**src/hdl/pidc_pkg.sv**
```systemverilog
// Shared types, codes and widths for the dual-form PID controller.
// Used by every module of the block; depends on nothing.
`timescale 1ns / 1ps

package pidc_pkg;

  localparam int DataW   = 32;
  localparam int GainW   = 31;
  localparam int ModeW   = 3;
  localparam int CfgIdxW = 3;
  localparam int LoopW   = 25;  // loop time is below 2^25
  localparam int ScaleAW = 36;  // signed operand of the scaling unit
  localparam int ScaleBW = 56;  // unsigned factor, wide enough for ki*T
  localparam int ProdW   = ScaleAW + ScaleBW;
  localparam int DenW    = 33;
  localparam int SumW    = 34;

  localparam logic [ModeW-1:0] MODE_HEAT_STD = 3'd0;
  localparam logic [ModeW-1:0] MODE_HEAT_PAR = 3'd1;
  localparam logic [ModeW-1:0] MODE_HEAT_MAN = 3'd2;
  localparam logic [ModeW-1:0] MODE_COOL_STD = 3'd3;
  localparam logic [ModeW-1:0] MODE_COOL_PAR = 3'd4;
  localparam logic [ModeW-1:0] MODE_COOL_MAN = 3'd5;

  localparam logic [ModeW-1:0]        ModeRst  = MODE_HEAT_MAN;
  localparam logic [GainW-1:0]        KpRst    = 31'd65536;
  localparam logic signed [DataW-1:0] LimitRst = 32'sd6553600;

  typedef struct packed {
    logic signed [DataW-1:0] measurement;
    logic signed [DataW-1:0] target;
  } in_item_t;

  typedef struct packed {
    logic signed [DataW-1:0] drive;
    logic                    in_window;
    logic                    at_limit;
  } out_item_t;

  typedef enum logic [CfgIdxW-1:0] {
    CFG_MODE      = 3'd0,
    CFG_KP        = 3'd1,
    CFG_KI        = 3'd2,
    CFG_KD        = 3'd3,
    CFG_INT_MAX   = 3'd4,
    CFG_INT_MIN   = 3'd5,
    CFG_DRIVE_MAX = 3'd6,
    CFG_DRIVE_MIN = 3'd7
  } cfg_idx_e;

  typedef enum logic [1:0] {
    FORM_MAN,
    FORM_STD,
    FORM_PAR
  } form_e;

  typedef enum logic [2:0] {
    OP_NONE,
    OP_P,
    OP_ITERM_STD,
    OP_DTERM_STD,
    OP_INC_STD,
    OP_KT,
    OP_IVAL_PAR,
    OP_DTERM_PAR
  } op_e;

  typedef enum logic [1:0] {
    DK_RAW,
    DK_SH16,
    DK_SH17,
    DK_DIV
  } dk_e;

  typedef enum logic [1:0] {
    SC_IDLE,
    SC_MUL,
    SC_POST,
    SC_DIV
  } sc_state_e;

  typedef enum logic [2:0] {
    ST_IDLE,
    ST_EVAL,
    ST_PLAN,
    ST_START,
    ST_WAIT,
    ST_FIN,
    ST_STORE
  } ctrl_state_e;

  typedef struct packed {
    logic  capture;
    logic  eval;
    logic  start;
    logic  finish;
    logic  store;
    logic  cool;
    form_e form;
    op_e   op;
  } cmd_t;

  typedef struct packed {
    logic sc_done;
    logic win;
    logic ki_zero;
  } status_t;

endpackage

```
**src/hdl/pidc_scale.sv**
```systemverilog
// Scaling unit: a*b raw, or trunc(a*b/d) saturated to 32 bits, d shift/div.
// Radix-256 multiplier followed by a restoring divider; uses pidc_pkg.
`timescale 1ns / 1ps

module pidc_scale
  import pidc_pkg::*;
(
  input  logic                       clk_i,
  input  logic                       rst_ni,
  input  logic                       start_i,
  input  logic signed [ScaleAW-1:0]  a_i,
  input  logic        [ScaleBW-1:0]  b_i,
  input  dk_e                        dk_i,
  input  logic        [DenW-1:0]     den_i,
  output logic                       done_o,
  output logic signed [DataW-1:0]    term_o,
  output logic        [ScaleBW-1:0]  raw_o
);

  localparam int DigW   = 8;
  localparam int Digits = ScaleBW / DigW;
  localparam int QuoW   = DataW - 1;
  localparam int DshW   = DenW + QuoW - 1;
  localparam int CntW   = $clog2(QuoW);

  localparam logic [DataW-1:0] Cap    = {1'b1, {QuoW{1'b0}}};
  localparam logic [DataW-1:0] PosMax = {1'b0, {QuoW{1'b1}}};

  sc_state_e               st_q, st_d;
  logic                    neg_q, neg_d;
  dk_e                     dk_q, dk_d;
  logic [DenW-1:0]         den_q, den_d;
  logic [ScaleAW-1:0]      mag_q, mag_d;
  logic [ScaleBW-1:0]      mb_q, mb_d;
  logic [ProdW-1:0]        prod_q, prod_d;
  logic [DshW-1:0]         dsh_q, dsh_d;
  logic [QuoW-1:0]         quo_q, quo_d;
  logic [CntW-1:0]         cnt_q, cnt_d;
  logic signed [DataW-1:0] term_q, term_d;
  logic [ScaleBW-1:0]      raw_q, raw_d;
  logic                    done_q, done_d;

  logic [ScaleAW-1:0]      a_mag;
  logic [ScaleAW+DigW-1:0] partial;
  logic [ProdW-1:0]        sh;
  logic [ProdW-1:0]        dsh_x;
  logic                    ge;
  logic [QuoW-1:0]         quo_n;
  logic                    fin;
  logic [DataW-1:0]        fin_mag;

  assign a_mag   = a_i[ScaleAW-1] ? ScaleAW'(-a_i) : ScaleAW'(a_i);
  assign partial = mag_q * mb_q[ScaleBW-1 -: DigW];
  assign sh      = (dk_q == DK_SH17) ? (prod_q >> 17) : (prod_q >> 16);
  assign dsh_x   = ProdW'(dsh_q);
  assign ge      = prod_q >= dsh_x;
  assign quo_n   = {quo_q[QuoW-2:0], ge};

  always_comb begin
    st_d    = st_q;
    neg_d   = neg_q;
    dk_d    = dk_q;
    den_d   = den_q;
    mag_d   = mag_q;
    mb_d    = mb_q;
    prod_d  = prod_q;
    dsh_d   = dsh_q;
    quo_d   = quo_q;
    cnt_d   = cnt_q;
    raw_d   = raw_q;
    fin     = 1'b0;
    fin_mag = '0;
    case (st_q)
      SC_IDLE: begin
        if (start_i) begin
          neg_d  = a_i[ScaleAW-1];
          mag_d  = a_mag;
          mb_d   = b_i;
          dk_d   = dk_i;
          den_d  = den_i;
          prod_d = '0;
          cnt_d  = CntW'(Digits - 1);
          st_d   = SC_MUL;
        end
      end
      SC_MUL: begin
        // Horner over the factor, top digit first
        prod_d = {prod_q[ProdW-DigW-1:0], {DigW{1'b0}}} + ProdW'(partial);
        mb_d   = {mb_q[ScaleBW-DigW-1:0], {DigW{1'b0}}};
        cnt_d  = cnt_q - 1'b1;
        if (cnt_q == '0) begin
          st_d = SC_POST;
        end
      end
      SC_POST: begin
        case (dk_q)
          DK_RAW: begin
            raw_d = prod_q[ScaleBW-1:0];
            fin   = 1'b1;
          end
          DK_SH16, DK_SH17: begin
            fin     = 1'b1;
            fin_mag = (sh[ProdW-1:QuoW] != '0) ? Cap : {1'b0, sh[QuoW-1:0]};
          end
          default: begin
            // quotient of 2^31 or more only saturates
            if (prod_q >= ProdW'({den_q, {QuoW{1'b0}}})) begin
              fin     = 1'b1;
              fin_mag = Cap;
            end else begin
              dsh_d = {den_q, {(QuoW-1){1'b0}}};
              quo_d = '0;
              cnt_d = CntW'(QuoW - 1);
              st_d  = SC_DIV;
            end
          end
        endcase
      end
      SC_DIV: begin
        if (ge) begin
          prod_d = prod_q - dsh_x;
        end
        quo_d = quo_n;
        dsh_d = dsh_q >> 1;
        cnt_d = cnt_q - 1'b1;
        if (cnt_q == '0) begin
          fin     = 1'b1;
          fin_mag = {1'b0, quo_n};
        end
      end
      default: st_d = SC_IDLE;
    endcase
    if (fin) begin
      st_d = SC_IDLE;
    end
    done_d = fin;
    if (neg_q) begin
      term_d = -$signed(fin_mag);
    end else begin
      term_d = fin_mag[DataW-1] ? $signed(PosMax) : $signed(fin_mag);
    end
    if (!fin || dk_q == DK_RAW) begin
      term_d = term_q;
    end
  end

  always_ff @(posedge clk_i or negedge rst_ni) begin
    if (!rst_ni) begin
      st_q   <= SC_IDLE;
      done_q <= 1'b0;
    end else begin
      st_q   <= st_d;
      done_q <= done_d;
    end
  end

  always_ff @(posedge clk_i) begin
    neg_q  <= neg_d;
    dk_q   <= dk_d;
    den_q  <= den_d;
    mag_q  <= mag_d;
    mb_q   <= mb_d;
    prod_q <= prod_d;
    dsh_q  <= dsh_d;
    quo_q  <= quo_d;
    cnt_q  <= cnt_d;
    term_q <= term_d;
    raw_q  <= raw_d;
  end

  assign done_o = done_q;
  assign term_o = term_q;
  assign raw_o  = raw_q;

endmodule

```
**src/hdl/pidc_dp.sv**
```systemverilog
// Datapath: error and window, controller state, term registers, clamps, result register.
// Instantiates pidc_scale; uses pidc_pkg.
`timescale 1ns / 1ps

module pidc_dp
  import pidc_pkg::*;
#(
  parameter int LOOP_TIME_Q16  = 65536,
  parameter int WINDOW_PERCENT = 1
) (
  input  logic                    clk_i,
  input  logic                    rst_ni,
  input  cmd_t                    cmd_i,
  output status_t                 status_o,
  input  in_item_t                in_item_i,
  input  logic [GainW-1:0]        kp_i,
  input  logic [GainW-1:0]        ki_i,
  input  logic [GainW-1:0]        kd_i,
  input  logic signed [DataW-1:0] int_max_i,
  input  logic signed [DataW-1:0] int_min_i,
  input  logic signed [DataW-1:0] drive_max_i,
  input  logic signed [DataW-1:0] drive_min_i,
  output out_item_t               out_item_o
);

  localparam int WinW = 42;
  localparam logic [LoopW-1:0]     LoopT = LoopW'(LOOP_TIME_Q16);
  localparam logic signed [WinW-1:0] WinC  = WinW'(100);
  localparam logic signed [WinW-1:0] WinHi = WinW'(100 + WINDOW_PERCENT);
  localparam logic signed [WinW-1:0] WinLo = WinW'(100 - WINDOW_PERCENT);

  logic signed [DataW-1:0] m_q, sp_q, e_q, e1_q, e2_q, held_q, isum_q;
  logic signed [DataW-1:0] pterm_q, iterm_q, dterm_q;
  logic                    win_q;
  logic [ScaleBW-1:0]      kt_q;
  logic signed [SumW-1:0]  o_q;
  out_item_t               out_q;

  logic signed [DataW:0]     diff;
  logic signed [DataW-1:0]   err;
  logic signed [WinW-1:0]    m_w, sp_w, lhs, hi, lo;
  logic                      win;
  logic signed [ScaleAW-1:0] e_x, e1_x, e2_x, sc_a;
  logic [ScaleBW-1:0]        sc_b;
  dk_e                       sc_dk;
  logic [DenW-1:0]           sc_den;
  logic                      sc_done;
  logic signed [DataW-1:0]   sc_term;
  logic [ScaleBW-1:0]        sc_raw;
  logic signed [SumW-1:0]    integ_raw, o_std, o_par;
  logic signed [DataW-1:0]   integ_c, drive_c;
  logic                      lim;

  // error, saturated to 32 bits
  assign diff = cmd_i.cool ? ((DataW+1)'(m_q) - (DataW+1)'(sp_q))
                           : ((DataW+1)'(sp_q) - (DataW+1)'(m_q));
  assign err  = (diff[DataW] != diff[DataW-1])
              ? (diff[DataW] ? $signed({1'b1, {(DataW-1){1'b0}}})
                             : $signed({1'b0, {(DataW-1){1'b1}}}))
              : diff[DataW-1:0];

  // exact percent window; a negative setpoint never gives one
  assign m_w  = WinW'(m_q);
  assign sp_w = WinW'(sp_q);
  assign lhs  = m_w * WinC;
  assign hi   = sp_w * WinHi;
  assign lo   = sp_w * WinLo;
  assign win  = (lhs < hi) && (lhs > lo);

  assign e_x  = ScaleAW'(e_q);
  assign e1_x = ScaleAW'(e1_q);
  assign e2_x = ScaleAW'(e2_q);

  always_comb begin
    sc_a   = e_x;
    sc_b   = ScaleBW'(kp_i);
    sc_dk  = DK_SH16;
    sc_den = DenW'(LoopT);
    case (cmd_i.op)
      OP_ITERM_STD: begin
        sc_a   = e_x + e1_x;
        sc_b   = ScaleBW'(LoopT);
        sc_dk  = DK_DIV;
        sc_den = DenW'({ki_i, 1'b0});
      end
      OP_DTERM_STD: begin
        sc_a   = e_x - (e1_x <<< 1) + e2_x;
        sc_b   = ScaleBW'(kd_i);
        sc_dk  = DK_DIV;
      end
      OP_INC_STD: begin
        sc_a = (e_x - e1_x) + ScaleAW'(iterm_q) + ScaleAW'(dterm_q);
      end
      OP_KT: begin
        sc_a  = ScaleAW'($signed({1'b0, ki_i}));
        sc_b  = ScaleBW'(LoopT);
        sc_dk = DK_RAW;
      end
      OP_IVAL_PAR: begin
        sc_a  = e_x + e1_x;
        sc_b  = kt_q;
        sc_dk = DK_SH17;
      end
      OP_DTERM_PAR: begin
        sc_a = e_x - e1_x;
        sc_b = ScaleBW'(kd_i);
      end
      default: ;
    endcase
  end

  pidc_scale u_scale (
    .clk_i   (clk_i),
    .rst_ni  (rst_ni),
    .start_i (cmd_i.start),
    .a_i     (sc_a),
    .b_i     (sc_b),
    .dk_i    (sc_dk),
    .den_i   (sc_den),
    .done_o  (sc_done),
    .term_o  (sc_term),
    .raw_o   (sc_raw)
  );

  // finish: integrator clamp and drive sum
  assign integ_raw = win_q ? (SumW'(isum_q) + SumW'(iterm_q)) : SumW'(0);
  always_comb begin
    if (integ_raw > SumW'(int_max_i)) begin
      integ_c = int_max_i;
    end else if (integ_raw < SumW'(int_min_i)) begin
      integ_c = int_min_i;
    end else begin
      integ_c = integ_raw[DataW-1:0];
    end
  end
  assign o_std = win_q ? (SumW'(held_q) + SumW'(pterm_q)) : SumW'(pterm_q);
  assign o_par = SumW'(pterm_q) + SumW'(integ_c) + SumW'(dterm_q);

  always_comb begin
    lim = 1'b1;
    if (o_q > SumW'(drive_max_i)) begin
      drive_c = drive_max_i;
    end else if (o_q < SumW'(drive_min_i)) begin
      drive_c = drive_min_i;
    end else begin
      drive_c = o_q[DataW-1:0];
      lim     = 1'b0;
    end
  end

  always_ff @(posedge clk_i or negedge rst_ni) begin
    if (!rst_ni) begin
      held_q <= '0;
      isum_q <= '0;
      e1_q   <= '0;
      e2_q   <= '0;
    end else begin
      if (cmd_i.finish && cmd_i.form == FORM_PAR) begin
        isum_q <= integ_c;
      end
      if (cmd_i.store) begin
        if (cmd_i.form == FORM_MAN) begin
          isum_q <= '0;
          e1_q   <= '0;
        end else begin
          held_q <= drive_c;
          e2_q   <= e1_q;
          e1_q   <= e_q;
        end
      end
    end
  end

  always_ff @(posedge clk_i) begin
    if (cmd_i.capture) begin
      m_q  <= in_item_i.measurement;
      sp_q <= in_item_i.target;
    end
    if (cmd_i.eval) begin
      e_q     <= err;
      win_q   <= win;
      pterm_q <= '0;
      iterm_q <= '0;
      dterm_q <= '0;
    end
    if (sc_done) begin
      case (cmd_i.op)
        OP_P, OP_INC_STD:            pterm_q <= sc_term;
        OP_ITERM_STD, OP_IVAL_PAR:   iterm_q <= sc_term;
        OP_DTERM_STD, OP_DTERM_PAR:  dterm_q <= sc_term;
        OP_KT:                       kt_q    <= sc_raw;
        default: ;
      endcase
    end
    if (cmd_i.finish) begin
      o_q <= (cmd_i.form == FORM_PAR) ? o_par : o_std;
    end
    if (cmd_i.store) begin
      if (cmd_i.form == FORM_MAN) begin
        out_q <= '{drive: held_q, in_window: 1'b0, at_limit: 1'b0};
      end else begin
        out_q <= '{drive: drive_c, in_window: win_q, at_limit: lim};
      end
    end
  end

  assign status_o   = '{sc_done: sc_done, win: win_q, ki_zero: (ki_i == '0)};
  assign out_item_o = out_q;

endmodule

```
**src/hdl/pidc_ctrl.sv**
```systemverilog
// Controller: sequences the scaling operations of one item and the handshakes.
// Drives the datapath through cmd_t and reads status_t; uses pidc_pkg.
`timescale 1ns / 1ps

module pidc_ctrl
  import pidc_pkg::*;
(
  input  logic             clk_i,
  input  logic             rst_ni,
  input  logic [ModeW-1:0] mode_i,
  input  logic             in_valid_i,
  output logic             in_ready_o,
  output logic             out_valid_o,
  input  logic             out_ready_i,
  input  status_t          status_i,
  output cmd_t             cmd_o
);

  ctrl_state_e state_q, state_d;
  op_e         op_q, op_d;
  logic        out_valid_q, out_valid_d;
  form_e       form;
  logic        cool;
  op_e         first_op, nxt_op;

  always_comb begin
    case (mode_i)
      MODE_HEAT_STD, MODE_COOL_STD: form = FORM_STD;
      MODE_HEAT_PAR, MODE_COOL_PAR: form = FORM_PAR;
      default:                      form = FORM_MAN;
    endcase
  end
  assign cool = (mode_i == MODE_COOL_STD) || (mode_i == MODE_COOL_PAR) ||
                (mode_i == MODE_COOL_MAN);

  always_comb begin
    if (form == FORM_STD && status_i.win) begin
      first_op = status_i.ki_zero ? OP_DTERM_STD : OP_ITERM_STD;
    end else begin
      first_op = OP_P;
    end
    case (op_q)
      OP_ITERM_STD: nxt_op = OP_DTERM_STD;
      OP_DTERM_STD: nxt_op = OP_INC_STD;
      OP_P:         nxt_op = (form == FORM_PAR && status_i.win) ? OP_KT : OP_NONE;
      OP_KT:        nxt_op = OP_IVAL_PAR;
      OP_IVAL_PAR:  nxt_op = OP_DTERM_PAR;
      default:      nxt_op = OP_NONE;
    endcase
  end

  always_comb begin
    state_d     = state_q;
    op_d        = op_q;
    out_valid_d = out_valid_q && !out_ready_i;
    cmd_o         = '0;
    cmd_o.form    = form;
    cmd_o.cool    = cool;
    cmd_o.op      = op_q;
    case (state_q)
      ST_IDLE: begin
        if (in_valid_i) begin
          cmd_o.capture = 1'b1;
          state_d       = ST_EVAL;
        end
      end
      ST_EVAL: begin
        cmd_o.eval = 1'b1;
        state_d    = (form == FORM_MAN) ? ST_STORE : ST_PLAN;
      end
      ST_PLAN: begin
        op_d    = first_op;
        state_d = ST_START;
      end
      ST_START: begin
        cmd_o.start = 1'b1;
        state_d     = ST_WAIT;
      end
      ST_WAIT: begin
        if (status_i.sc_done) begin
          if (nxt_op == OP_NONE) begin
            state_d = ST_FIN;
          end else begin
            op_d    = nxt_op;
            state_d = ST_START;
          end
        end
      end
      ST_FIN: begin
        cmd_o.finish = 1'b1;
        state_d      = ST_STORE;
      end
      ST_STORE: begin
        // result register must be free or emptying this cycle
        if (!out_valid_q || out_ready_i) begin
          cmd_o.store = 1'b1;
          out_valid_d = 1'b1;
          state_d     = ST_IDLE;
        end
      end
      default: state_d = ST_IDLE;
    endcase
  end

  always_ff @(posedge clk_i or negedge rst_ni) begin
    if (!rst_ni) begin
      state_q     <= ST_IDLE;
      op_q        <= OP_NONE;
      out_valid_q <= 1'b0;
    end else begin
      state_q     <= state_d;
      op_q        <= op_d;
      out_valid_q <= out_valid_d;
    end
  end

  assign in_ready_o  = (state_q == ST_IDLE);
  assign out_valid_o = out_valid_q;

endmodule

```
**src/hdl/pid_controller_dual_form.sv**
```systemverilog
// Standard form in the window is the slowest: it runs up to two 31-step divides
// in the scaling unit.
// Throughput: one item at a time; the next is taken while the result waits to be read.
// Each scaling op is a 7-digit multiply plus, for a divisor, 31 restoring divide steps.
// Reset (async, active low) loads register defaults and clears the controller history.
`timescale 1ns / 1ps

module pid_controller_dual_form
  import pidc_pkg::*;
#(
  parameter int LOOP_TIME_Q16  = 65536,
  parameter int WINDOW_PERCENT = 1
) (
  input  logic               clk_i,
  input  logic               rst_ni,
  input  logic               in_valid_i,
  output logic               in_ready_o,
  input  in_item_t           in_item_i,
  output logic               out_valid_o,
  input  logic               out_ready_i,
  output out_item_t          out_item_o,
  input  logic               cfg_valid_i,
  output logic               cfg_ready_o,
  input  logic [CfgIdxW-1:0] cfg_index_i,
  input  logic [DataW-1:0]   cfg_data_i
);

  logic [ModeW-1:0]        mode_q;
  logic [GainW-1:0]        kp_q, ki_q, kd_q;
  logic signed [DataW-1:0] int_max_q, int_min_q, drive_max_q, drive_min_q;
  cmd_t                    cmd;
  status_t                 status;

  assign cfg_ready_o = 1'b1;

  always_ff @(posedge clk_i or negedge rst_ni) begin
    if (!rst_ni) begin
      mode_q      <= ModeRst;
      kp_q        <= KpRst;
      ki_q        <= '0;
      kd_q        <= '0;
      int_max_q   <= LimitRst;
      int_min_q   <= '0;
      drive_max_q <= LimitRst;
      drive_min_q <= '0;
    end else if (cfg_valid_i) begin
      case (cfg_idx_e'(cfg_index_i))
        CFG_MODE:      mode_q      <= cfg_data_i[ModeW-1:0];
        CFG_KP:        kp_q        <= cfg_data_i[GainW-1:0];
        CFG_KI:        ki_q        <= cfg_data_i[GainW-1:0];
        CFG_KD:        kd_q        <= cfg_data_i[GainW-1:0];
        CFG_INT_MAX:   int_max_q   <= cfg_data_i;
        CFG_INT_MIN:   int_min_q   <= cfg_data_i;
        CFG_DRIVE_MAX: drive_max_q <= cfg_data_i;
        CFG_DRIVE_MIN: drive_min_q <= cfg_data_i;
        default: ;
      endcase
    end
  end

  pidc_ctrl u_ctrl (
    .clk_i       (clk_i),
    .rst_ni      (rst_ni),
    .mode_i      (mode_q),
    .in_valid_i  (in_valid_i),
    .in_ready_o  (in_ready_o),
    .out_valid_o (out_valid_o),
    .out_ready_i (out_ready_i),
    .status_i    (status),
    .cmd_o       (cmd)
  );

  pidc_dp #(
    .LOOP_TIME_Q16  (LOOP_TIME_Q16),
    .WINDOW_PERCENT (WINDOW_PERCENT)
  ) u_dp (
    .clk_i       (clk_i),
    .rst_ni      (rst_ni),
    .cmd_i       (cmd),
    .status_o    (status),
    .in_item_i   (in_item_i),
    .kp_i        (kp_q),
    .ki_i        (ki_q),
    .kd_i        (kd_q),
    .int_max_i   (int_max_q),
    .int_min_i   (int_min_q),
    .drive_max_i (drive_max_q),
    .drive_min_i (drive_min_q),
    .out_item_o  (out_item_o)
  );

endmodule

```
**config.mk**
```make
export PLATFORM = sky130hd
export DESIGN_NAME = pid_controller_dual_form
export DESIGN_NICKNAME = d
export VERILOG_FILES = /design/src/hdl/pidc_pkg.sv /design/src/hdl/pidc_scale.sv /design/src/hdl/pidc_dp.sv /design/src/hdl/pidc_ctrl.sv /design/src/hdl/pid_controller_dual_form.sv
export SDC_FILE = /design/constraint.sdc
export NUM_CORES = 2
export LEC_CHECK = 0
export BUFFER_PORTS_ARGS = -buffer_cell sky130_fd_sc_hd__clkbuf_2
export CAP_MARGIN = 40
export CORE_MARGIN = 1
export CORE_UTILIZATION = 35
export DETAILED_ROUTE_END_ITERATION = 10
export GPL_TIMING_DRIVEN = 0
export PLACE_DENSITY = 0.58
export SETUP_SLACK_MARGIN = 0.02
export SYNTH_ARGS = -nofsm -noshare
export SYNTH_HDL_FRONTEND = slang
export SYNTH_SLANG_ARGS = --single-unit
```
**constraint.sdc**
```tcl
create_clock -name clk_i -period 9.5 [get_ports clk_i]
set_input_delay 1.425 -clock clk_i [delete_from_list [all_inputs] [get_ports clk_i]]
set_output_delay 1.425 -clock clk_i [all_outputs]
set_load 0.05 [all_outputs]
```
Yosys cells after proc, flatten, opt, wreduce, memory -nomap -nowiden
Cells that the tools add are included. Widths: inputs -> output; s select.

Bits in registers: 1085. Input bits: 104. Word-level logic and storage cells: 258.

Add/sub/neg operators: 17. Multiply operators: 4. Order comparisons: 8. Equal/unequal tests: 44. Multiplexer cells: 86. Bitwise operators: 1. Reduce and logical (&&, ||, !) cells: 56.

Operators with widths (number): $mux 32 (22); $pmux 92 s3 (1); $mux 92 (2); $pmux 36 s5 (1); $pmux 56 s3 (1); $mux 34 (4); $add 32x32->33 (4); $pmux 32 s2 (2); $mux 63 (2); $pmux 63 s2 (1); $pmux 56 s2 (1); $sub 32x32->33 (3); $add 92x44->92 (1); $ge 92x63->1 (1); $ge 92x64->1 (1); $sub 92x63->92 (1); $mul 32x8->40 const B (2); $mux 76 (1); $add 33x32->34 (2); $gt 34x32->1 (2); $lt 34x32->1 (2); $mux 31 (2); $reduce_bool 61->1 (1); $mux 30 (2); 50 further kinds (154).

Longest topological paths before layout
Depth after elaboration: 11. Gate-level depth with buffers: 48. Mapped depth without buffers: 46.

Hierarchy
Synthesis repeated with hierarchy kept, for this count alone.

Cells, all modules: 10791. Area, all modules: 99281.5 um2.

By module, submodules not included: pidc_dp (times used 1, cells an instance 6695, area an instance 55662.1 um2, seq. area each 11761.3 um2); pidc_scale (times used 1, cells an instance 3539, area an instance 34563.1 um2, seq. area each 12266.8 um2); pid_controller_dual_form (times used 1, cells an instance 484, area an instance 8430.6 um2, seq. area each 5615.4 um2); pidc_ctrl (times used 1, cells an instance 73, area an instance 625.6 um2, seq. area each 175.2 um2).

Worst setup path before layout
Ideal clock, no wire load.

Kind: register -> register. Start point: register u_dp.u_scale.prod_q[0]. End point: register u_dp.u_scale.prod_q[0] (enable). Library setup time: 679 ps. Arrival: 9516 ps. Setup slack: -695 ps. Stages on the path, launching flop included: 16. Buffers on the path: 0. Clock period less this slack: 10195 ps. Cell sequence: edfxtp_1 inv_1 ha_1 inv_1 fa_1 a21o_1 a21oi_1 or3_1 a21o_1 a21oi_2 a221o_1 a221o_1 a21oi_4 o21ai_2 a311oi_4 a211oi_1.

Longest elaborated chain between the ends: 3.

RTL lines: start: declaration (line pidc_scale.sv:35) `logic [ProdW-1:0] prod_q, prod_d;`; start signal: assignment (line pidc_scale.sv:163) `prod_q <= prod_d;`; $ge 92x63->1 (line pidc_scale.sv:56) `assign ge = prod_q >= dsh_x;`; $ne 2x2->1 (no source line); $reduce_and 3->1 (no source line).

Every way passes these cells. A chain may end at the register's enable or synchronous reset.

Final worst setup path
Start point: register u_dp.isum_q[0]. End point: register u_dp.o_q[31] (data pin).

Longest elaborated chain between the ends: 8. Elaborated cells between the ends (all ways): 9. Those cells by class: add/sub: 3; order compare: 2; mux: 4.

RTL lines: start: declaration (line pidc_dp.sv:32) `logic signed [DataW-1:0] m_q, sp_q, e_q, e1_q, e2_q, held_q, isum_q;`; start signal: assignment (line pidc_dp.sv:159) `isum_q <= integ_c;`; $add 32x32->33 * (line pidc_dp.sv:126) `assign integ_raw = win_q ? (SumW'(isum_q) + SumW'(iterm_q)) : SumW'(0);`; $mux 34 * (line pidc_dp.sv:126); $lt 34x32->1 (line pidc_dp.sv:130) `end else if (integ_raw < SumW'(int_min_i)) begin`; $mux 32 (line pidc_dp.sv:130); $mux 32 * (line pidc_dp.sv:128) `if (integ_raw > SumW'(int_max_i)) begin`; $add 32x32->33 * (line pidc_dp.sv:137) `assign o_par = SumW'(pterm_q) + SumW'(integ_c) + SumW'(dterm_q);`; $add 33x32->34 * (line pidc_dp.sv:137); $mux 34 * (line pidc_dp.sv:196) `o_q <= (cmd_i.form == FORM_PAR) ? o_par : o_std;`; end signal: assignment (line pidc_dp.sv:196); end: declaration (line pidc_dp.sv:36) `logic signed [SumW-1:0] o_q;`.

Every way passes the cells marked *; elsewhere a longest branch is shown, timed or not.

==> PnR_summary.wiki <==
{| class="wikitable"
! Metric !! Value
|-
| Number of antenna violations at the first check in global routing || 14
|-
| Post-synthesis area per instance || 9.29 µm²
|-
| Largest clock skew in the final design || 80.1 ps
|-
| H-tree levels || 4
|-
| Kind of capture point of the worst setup path || register
|-
| Worst path required time || 10,030 ps
|-
| Most frequent standard cell in the layout excluding fill and tap cells || inv_1
|-
| Fraction of layout instances using a drive strength above 1 || 0.0836
|-
| Cells after synthesis || 10,200
|-
| Dominant cell type by area after synthesis || edfxtp_1
|-
| Run status || finished clean
|-
| Count of nets left with antenna violations after detail routing || 0
|-
| Clock latency reported for the late side of the worst-skew pair || 860 ps
|-
| Nets || 12,200
|-
| Filler Cell Count || 26,900
|-
| Core box area || 0.271 mm²
|-
| I/O pins || 141
|-
| Highest clock frequency the design can meet || 106 MHz
|-
| Worst hold path type || reg -> reg
|-
| Critical path arrival || 9980 ps
|-
| Site row count || 191
|-
| Wire length of the first global-routing pass || 507 mm
|-
| Simple-gate area share of the yosys netlist || 0.132
|-
| Slack of the worst reg-to-reg path || 50 ps
|-
| Flip-flop cell with the highest count after synthesis || edfxtp_1
|-
| Cell class contributing the biggest share of worst-path delay || compound AO/OA/AOI/OAI gates
|-
| Classification of the worst setup path || reg -> reg
|-
| Fraction of registers with async set/reset || 0.335
|-
| Complex-gate fraction of the synthesized area || 0.172
|-
| Hold buffer count at CTS || 0
|-
| Post-Syn Nets || 11,800
|-
| Drc violations || 0
|-
| Post-route non-filler standard cell count || 14,300
|-
| Sum of net half-perimeters after detailed placement || 280 mm
|-
| Number of hold violations in the final report || 0
|-
| CTS Root Buffer Type || clkbuf_16
|-
| Netlist area before placement || 0.0951 mm²
|-
| Total Die Area || 0.274 mm²
|-
| Per-cell via count in the routed design || 5.59
|-
| Initial standard-cell utilization of the core || 0.352
|-
| Final critical delay including setup and external delays || 9450 ps
|-
| CTS tree || done
|-
| Relative area change from synthesis to final layout || 12.2%
|-
| Most frequent cells in the layout || 1,286 x inv_1, 991 x ha_1, 912 x nand2_1
|-
| Pins over their slew limit || 0
|-
| Fraction of the yosys area taken by sequential cells || 0.313
|-
| Number of buffers inserted by port buffering || 137
|-
| Adder and majority gate portion of the synthesized area || 0.228
|-
| Cell types occupying the most area after synthesis || edfxtp_1 20%, ha_1 13%, fa_1 9.6%
|-
| Number of global-route vias before repair || 79,700
|-
| Y dimension of the die || 523 µm
|-
| Residual overflow from global routing || 0
|-
| Count of unique library cells instantiated by Yosys || 110
|-
| Worst-path maximum fanout || 6
|-
| Number of optimization iterations in the first detailed-route pass || 8
|-
| Weighted congestion reported at the end of routability-driven placement || 1.03
|-
| Number of buffers created by CTS || 140
|-
| Final setup violation count || 0
|-
| Finished Core Util || 0.394
|-
| Placed insts || 14,000
|-
| GR Util All Layers || 0.246
|-
| Final Cycle Share || 0.994
|-
| Share of the synthesized area in the top cell type || 0.197
|-
| Sort of element at the start of the critical path || register
|-
| XOR/XNOR share of the synthesized area || 0.0511
|-
| Detailed-route wire length || 343 mm
|-
| Pin count of the biggest net entering global routing || 104
|-
| Actual slew at the worst max-slew pin || 1030 ps
|-
| Die span in x || 523 µm
|-
| Multiplexer share of the synthesized area || 0.0375
|-
| Relative slew slack || 0.314
|-
| Clock-pin slew of the registers on the worst-case setup and hold paths || 60 ps
|-
| Largest stage delay on the critical path || 560 ps
|-
| Reg-to-reg startpoint || u_dp.isum_q[0]
|-
| Max Root-Sink Buffers || 4
|-
| Mean routed wirelength per cell || 24.0 µm
|-
| Hold Startpoint || u_dp.u_scale.raw_o[4]
|-
| Launch point of the critical path || u_dp.isum_q[0]
|-
| Via count || 80,000
|-
| Max cap viols || 0
|-
| Count of state elements after synthesis || 1,082
|-
| Synthesis Warnings || 0
|-
| Dominant combinational cell family by area after synthesis || adder cells
|-
| Sum of buffers and inverters on the critical path || 7
|-
| Clock sink total || 1,082
|-
| Most frequent cell on the critical path || a21o_1
|-
| Number of synthesized flops with an enable pin || 624
|-
| RSZ-0062 raised after global routing || yes
|-
| First-iteration detailed-routing DRC count || 7,030
|-
| Slowest stage cell, crit path || fa_1
|}
flip-flops by register name (all words and copies together) (netlist names), 34 cells and up:
name                 flops
u_dp.u_scale.prod_q     92
u_dp.u_scale.raw_o      56
u_dp.out_item_o         34
u_dp.u_scale.mag_q      36
u_dp.o_q                34
u_dp.u_scale.mb_q       56
u_dp.u_scale.dsh_q      62
u_dp.kt_q               56
worst register-to-register path, delay by kind of cell, from the launching register on:
kind                     cells  cell delay (ps)
AND/OR/NAND/NOR              6              630
AO/OA/AOI/OAI               28             5000
flip-flops                   1              390
XOR/XNOR                     2              340
buffers and inverters        7              880
multiplexers                 1              130
adder cells (fa/ha/maj)      6             1840
Yosys cell counts, drive strengths merged (239+ instances only):
cell type and count:
fa 458, xnor2 359, a21o 299, clkbuf 334
a21oi 661, dfrtp 354, nand2 912, edfxtp 624
nor2 498, o21ai 656, ha 995, inv 1290
mux2 239
kinds of logic (layout without fill, tap and decap cells):
kind of cell / Yosys count / after routing
adder cells (fa/ha/maj): 1458 / 1458
flip-flops: 1082 / 1082
XOR/XNOR: 555 / 555
multiplexers: 326 / 326
AND/OR/NAND/NOR: 2590 / 2590
buffers and inverters: 1686 / 2181
AO/OA/AOI/OAI: 2542 / 2542
other: 2 / 6
worst paths after layout:
check / end / depth (start not counted)
worst min-delay path: u_dp.kt_q[4] / 0
worst min register to register: u_dp.kt_q[4] / 0
min in group asynchronous: u_dp.e2_q[5] / 1
worst max-delay path: u_dp.o_q[31] / 50
max in group asynchronous: mode_q[1] / 3
worst max register to register: u_dp.o_q[31] / 50
layer usage:
layer | part of all wire | up-vias | track usage
met5 | 0.00011 | - | 0
met4 | 0.053 | 6 | 0.115
met3 | 0.069 | 707 | 0.0347
li1 | - | 36700 | -
met2 | 0.45 | 2920 | 0.399
met1 | 0.43 | 39600 | 0.323
stage by stage:
| step | hold WS [ps] | area, µm² | setup slack, ps | setup TNS (ps) |
|---|---|---|---|---|
| after floorplan | 400 | 95100 | 250 | 0 |
| after global placement | 402 | 100000 | -3180 | -981120 |
| after detailed placement | 405 | 101000 | -2540 | -37420 |
| after CTS | 376 | 106000 | 16.5 | 0 |
| after global routing | 379 | 107000 | -277 | -503 |
| final | 354 | 107000 | 53.3 | 0 |
area by class of cell:
type / count / area [µm²] / area share
Inverter: 1295 / 4860 / 0.0456
Buffer: 390 / 1590 / 0.0149
Clock buffer: 177 / 3760 / 0.0353
Antenna cell: 4 / 10.0 / 0.0000938
Clock inverter: 68 / 823 / 0.00772
Tap cell: 3570 / 4470 / 0.0419
Multi-Input combinational cell: 7473 / 59400 / 0.557
Timing Repair Buffer: 251 / 2040 / 0.0191
Sequential cell: 1082 / 29700 / 0.279
what timing repair did:
| action | CTS | global route |
|---|---|---|
| gates cloned | 0 | 0 |
| hold endpoints to repair | 0 | 0 |
| endpoints found under the setup margin | 28 | 35 |
| gates resized for setup | 67 | 59 |
| setup buffers | 15 | 22 |
| pin swaps | 10 | 51 |
Power is not shown: default switching activity piles up to over one toggle a cycle in this logic, so the estimate is an artifact.
